$ cat src/design/ibm_pkg.sv
// Shared constants, opcodes and helper types for the IoU box matcher.
package ibm_pkg;

  localparam int unsigned MaxClusters = 64;
  localparam int unsigned IdxW        = 6;
  localparam int unsigned FracBits    = 16;
  localparam int unsigned ScoreW      = 18;
  localparam int unsigned CoordW      = 12;

  // Numerator and denominator widths of the widest ratio (area IoU).
  localparam int unsigned DenW = 2 * CoordW + 1;
  localparam int unsigned NumW = 2 * CoordW + FracBits;

  localparam logic [ScoreW-1:0] ThreshReset = ScoreW'(6554);

  typedef enum logic [2:0] {
    OP_SET_SEM  = 3'd0,
    OP_NEW_CAM  = 3'd1,
    OP_LOAD_BOX = 3'd2,
    OP_MATCH    = 3'd3,
    OP_READ     = 3'd4
  } op_e;

  typedef enum logic [2:0] {
    REG_EN_AREA = 3'd0,
    REG_EN_X    = 3'd1,
    REG_EN_Y    = 3'd2,
    REG_KEEP    = 3'd3,
    REG_THRESH  = 3'd4
  } reg_e;

  // Handshake between the sequencer and the shared divider.
  typedef struct packed {
    logic            start;
    logic [NumW-1:0] num;
    logic [DenW-1:0] den;
  } div_req_t;

  typedef struct packed {
    logic            busy;
    logic            done;
    logic [FracBits:0] quot;
  } div_rsp_t;

endpackage

$ cat src/design/ibm_divider.sv
// Restoring divider, one quotient bit per cycle, for the IoU ratios.
module ibm_divider (
  input  logic              clk_i,
  input  logic              rst_ni,
  input  ibm_pkg::div_req_t req_i,
  output ibm_pkg::div_rsp_t rsp_o
);

  localparam int unsigned QW = ibm_pkg::FracBits + 1;
  localparam int unsigned NW = ibm_pkg::NumW;
  localparam int unsigned DW = ibm_pkg::DenW;
  localparam int unsigned CW = $clog2(QW + 1);

  logic [NW-1:0] num_q, num_d;
  logic [DW:0]   rem_q, rem_d;
  logic [DW-1:0] den_q, den_d;
  logic [QW-1:0] quot_q, quot_d;
  logic [CW-1:0] cnt_q, cnt_d;
  logic          busy_q, busy_d, done_q, done_d;
  logic [DW:0]   trial;

  // Ratios never exceed one, so the upper numerator bits fold into the
  // remainder before the first quotient bit.
  always_comb begin
    num_d  = num_q;
    rem_d  = rem_q;
    den_d  = den_q;
    quot_d = quot_q;
    cnt_d  = cnt_q;
    busy_d = busy_q;
    done_d = 1'b0;
    trial  = {rem_q[DW-1:0], num_q[NW-1]} - {1'b0, den_q};
    if (req_i.start) begin
      rem_d  = (DW+1)'(req_i.num[NW-1:QW]);
      num_d  = {req_i.num[QW-1:0], (NW-QW)'(0)};
      den_d  = req_i.den;
      quot_d = '0;
      cnt_d  = CW'(QW);
      busy_d = 1'b1;
    end else if (busy_q) begin
      if (!trial[DW]) begin
        rem_d  = trial;
        quot_d = {quot_q[QW-2:0], 1'b1};
      end else begin
        rem_d  = {rem_q[DW-1:0], num_q[NW-1]};
        quot_d = {quot_q[QW-2:0], 1'b0};
      end
      num_d = {num_q[NW-2:0], 1'b0};
      cnt_d = cnt_q - CW'(1);
      if (cnt_q == CW'(1)) begin
        busy_d = 1'b0;
        done_d = 1'b1;
      end
    end
  end

  always_ff @(posedge clk_i or negedge rst_ni) begin
    if (!rst_ni) begin
      busy_q <= 1'b0;
      done_q <= 1'b0;
      cnt_q  <= '0;
    end else begin
      busy_q <= busy_d;
      done_q <= done_d;
      cnt_q  <= cnt_d;
    end
  end

  always_ff @(posedge clk_i) begin
    num_q  <= num_d;
    rem_q  <= rem_d;
    den_q  <= den_d;
    quot_q <= quot_d;
  end

  assign rsp_o.busy = busy_q;
  assign rsp_o.done = done_q;
  assign rsp_o.quot = quot_q;

endmodule

$ cat config.mk
export PLATFORM = sky130hd
export DESIGN_NAME = ibm_divider
export DESIGN_NICKNAME = d
export VERILOG_FILES = /design/src/design/ibm_pkg.sv /design/src/design/ibm_divider.sv
export SDC_FILE = /design/constraint.sdc
export NUM_CORES = 1
export LEC_CHECK = 0
export BUFFER_PORTS_ARGS = -buffer_cell sky130_fd_sc_hd__clkbuf_2
export CORE_ASPECT_RATIO = 2
export CORE_MARGIN = 3
export CORE_UTILIZATION = 57
export DETAILED_ROUTE_END_ITERATION = 6
export GPL_ROUTABILITY_DRIVEN = 0
export GPL_TIMING_DRIVEN = 0
export PLACE_DENSITY_LB_ADDON = 0.08
export SETUP_SLACK_MARGIN = 0.02
export SYNTH_ARGS = -nofsm -noshare
export SYNTH_HDL_FRONTEND = slang
export SYNTH_SLANG_ARGS = --single-unit
$ cat constraint.sdc
create_clock -name clk_i -period 3.7 [get_ports clk_i]
set_input_delay 0 -clock clk_i [delete_from_list [all_inputs] [get_ports clk_i]]
set_output_delay 0 -clock clk_i [all_outputs]
set_load 0.02 [all_outputs]
==> metrics <==
maximum vdd drop 402.5 uV; Max Root-Sink Buffers 2; Seq/Total Area, Yosys 0.4963; TritonCTS clock tree done; post-route minimum period 3.523 ns; Post-synth top flop edfxtp_1; n_diodes 0; CTS Root Cell clkbuf_16; Die Wd 72.57 um; Final WS setup 0.1770 ns; via count 4132; Ports 87; Worst EP required 3.79 ns; Async SR Flop Fraction 0.07692; clk_lat worst skew 0.34 ns; Synth Warn # 0; Max Cap Viol 0; Setup CP Type reg2reg; Hold Path Stages 2; Slew @ Worst Pin 1.048 ns; CP Launch Type register; Num CTS Buffers 9; Min-Delay Path Class in2reg; Setup crit end kind register; Core Util, Final 0.7613; max-slew violation count 0; Worst R2R Setup Slack 0.18 ns; Initial DRC Count 189; initial antenna violation count 0; vias in the first global route 4490; Reg clk slew, reported paths 0.07 ns; share of layout cells above drive strength 1 0.2088; Post-synth EDFFs 65; Max Clock Skew 0.007635 ns; min-delay src req_i[63]; area grow syn2layout 30.31%; clock sinks 91; Core Area 0.008648 sq mm; first-pass GRT wire length 19.96 mm; Leak 2.969 nW; total congestion overflow 0; Final ANT Viol Nets 0; drc violations 0; nets 728; first drt pass iteration count 4; largest net degree at the start of global routing 41; origin of the critical flop-to-flop path rem_q[9]; Fmax 283.8 MHz; placed instance count 654; R2R depth 11; Critical Path AT 3.61 ns; max_slew headroom 0.3015; r2r endpoint rem_q[5]; #FFs+latches synth 91; die area 0.01010 sq mm; Finished Layout Cells 737; Synth cell types 50; Syn Nets 564; outcome finished, final reports clean; routed len/inst 16.77 um; Fin. Hold Viols 0; FP Rows 48; Final HPWL DP 8.316 mm; Initial Utilization 0.5842; fin crit share 0.9522; setup tns final 0 ns; gr usage total 0.2541; setup slack after placement -0.08860 ns; Worst Path Max Fanout 6; Die H 139.1 um; post-synthesis area per instance 10.80 sq um; Post-Syn Instances 468; endpoints failing setup 0; synthesized area 0.005052 sq mm; Avg Vias per Cell 5.607; WHS Endpoint rem_q[21]; IO buf count 86; H-Tree Depth 3; DRT Wirelength 12.36 mm; P per Cell Area 721.4 mW/mm^2
[state kept, by name, indices dropped and copies added, names as in the netlist]
register	cells
busy_q	1
cnt_q	5
den_q	25
done_q	1
num_q	17
quot_q	17
rem_q	25
[layer usage]
| metal | vias to the layer above | global-route usage | wire (um) |
|---|---|---|---|
| met5 | - | 0 | 0 |
| met3 | 35 | 0.05080 | 591 |
| li1 | 2012 | - | - |
| met1 | 1956 | 0.2556 | 4486 |
| met4 | 0 | 0.1313 | 400 |
| met2 | 129 | 0.4690 | 6880 |
[per-stage QoR]
stage / total power [W] / area [sq um] / hold slack [ns]
2_1_floorplan: 0.003227 / 5052 / -0.2956
3_3_place_gp: 0.003671 / 5608 / -0.1558
3_5_place_dp: 0.003719 / 5608 / -0.1514
4_1_cts: 0.004661 / 6526 / 0.0006483
5_1_grt: 0.005083 / 6584 / 0.01287
6_report: 0.004750 / 6584 / 0.01121
[power by group]
group | switching [W] | internal (W)
Combinational | 0.00128 | 0.00107
Clock | 0.000388 | 0.000473
Sequential | 0.000142 | 0.00140
Total | 0.00181 | 0.00294
[placed cells by master, fill, tap and decap left out, types with 4 or more instances in the layout]
master,n
nor3b_1,4
nor3_1,7
dlygate4sd3_1,63
clkbuf_16,9
nand2b_1,5
mux2i_1,33
nand2_1,35
dfrtp_1,7
o211ai_1,6
a211oi_1,4
nor2_1,31
mux2_2,19
a31oi_1,5
and3_1,5
inv_1,32
xnor2_1,17
nor2b_1,7
o21bai_1,4
buf_4,6
clkbuf_2,86
ha_1,27
dfxtp_1,19
edfxtp_1,65
o21ai_0,15
o21ai_1,17
a21o_1,9
xor2_1,8
nand3_1,8
clkbuf_1,18
a21oi_1,28
[worst max-delay path by stage]
| stage | startpoint | end | cells after the start |
|---|---|---|---|
| finish | rem_q[9] | rem_q[5] | 11 |
| floorplan | rem_q[9] | rem_q[21] | 11 |
| global placement | rem_q[9] | rem_q[21] | 11 |
| CTS | rem_q[9] | rem_q[16] | 11 |
| detailed placement | rem_q[9] | rem_q[21] | 11 |
| global route | rem_q[9] | rem_q[5] | 11 |
[cells by family after synthesis]
family                   after synthesis  share of synthesized area
multiplexers                          54                     0.1122
adder cells (fa/ha/maj)               28                    0.07083
XOR/XNOR                              27                    0.04829
flip-flops                            91                     0.4963
AND/OR/NAND/NOR                      114                     0.1075
AO/OA/AOI/OAI                         99                     0.1221
buffers and inverters                 55                    0.04284
[cells in the mapped netlist, types with 2 or more instances]
cell	count	area share
edfxtp_1	65	0.39
nand2_1	35	0.026
mux2i_1	33	0.065
inv_1	32	0.024
nor2_1	31	0.023
a21oi_1	28	0.028
ha_1	27	0.067
dfxtp_1	19	0.075
mux2_2	19	0.042
clkbuf_1	18	0.013
xnor2_1	18	0.031
o21ai_1	17	0.017
o21ai_0	15	0.015
a21o_1	9	0.013
nand3_1	8	0.0079
xor2_1	8	0.014
dfrtp_1	7	0.035
nor2b_1	7	0.0087
nor3_1	7	0.0069
o211ai_1	6	0.0089
a31oi_1	5	0.0062
and3_1	5	0.0062
nand2b_1	5	0.0062
a211oi_1	4	0.0059
nor3b_1	4	0.0059
o21bai_1	4	0.0059
a221oi_1	2	0.0035
and2_1	2	0.0025
buf_2	2	0.0020
buf_4	2	0.0030
mux2_1	2	0.0045
nand4_1	2	0.0025
nor4_1	2	0.0025
o31ai_1	2	0.0030
[layout make-up]
| class | count | area [sq um] |
|---|---|---|
| Inverter | 32 | 120.1 |
| Clock buffer | 10 | 239.0 |
| Timing Repair Buffer | 153 | 1091 |
| Fill cell | 627 | 2064 |
| Sequential cell | 91 | 2507 |
| Multi-Input combinational cell | 322 | 2352 |
| Buffer | 23 | 108.9 |
| Clock inverter | 6 | 40.04 |
| Tap cell | 100 | 125.1 |
[worst max-delay path, cell delays in order, from the launching register on]
cell      delay [ns]
edfxtp_1        0.40
ha_1            0.42
a211oi_1        0.27
nor2_1          0.10
or4_1           0.40
a31oi_1         0.26
o31ai_2         0.17
a221oi_4        0.24
buf_4           0.19
xnor2_2         0.19
mux2_1          0.36
mux2_2          0.26
[repair_timing]
item,CTS,global route
endpoints found under the hold margin,69,0
buffers inserted,0,4
pin swaps,1,1
gates resized for setup,3,4
setup endpoints to repair,14,23
hold buffers,63,0
Power figures use the tool's default switching activity.
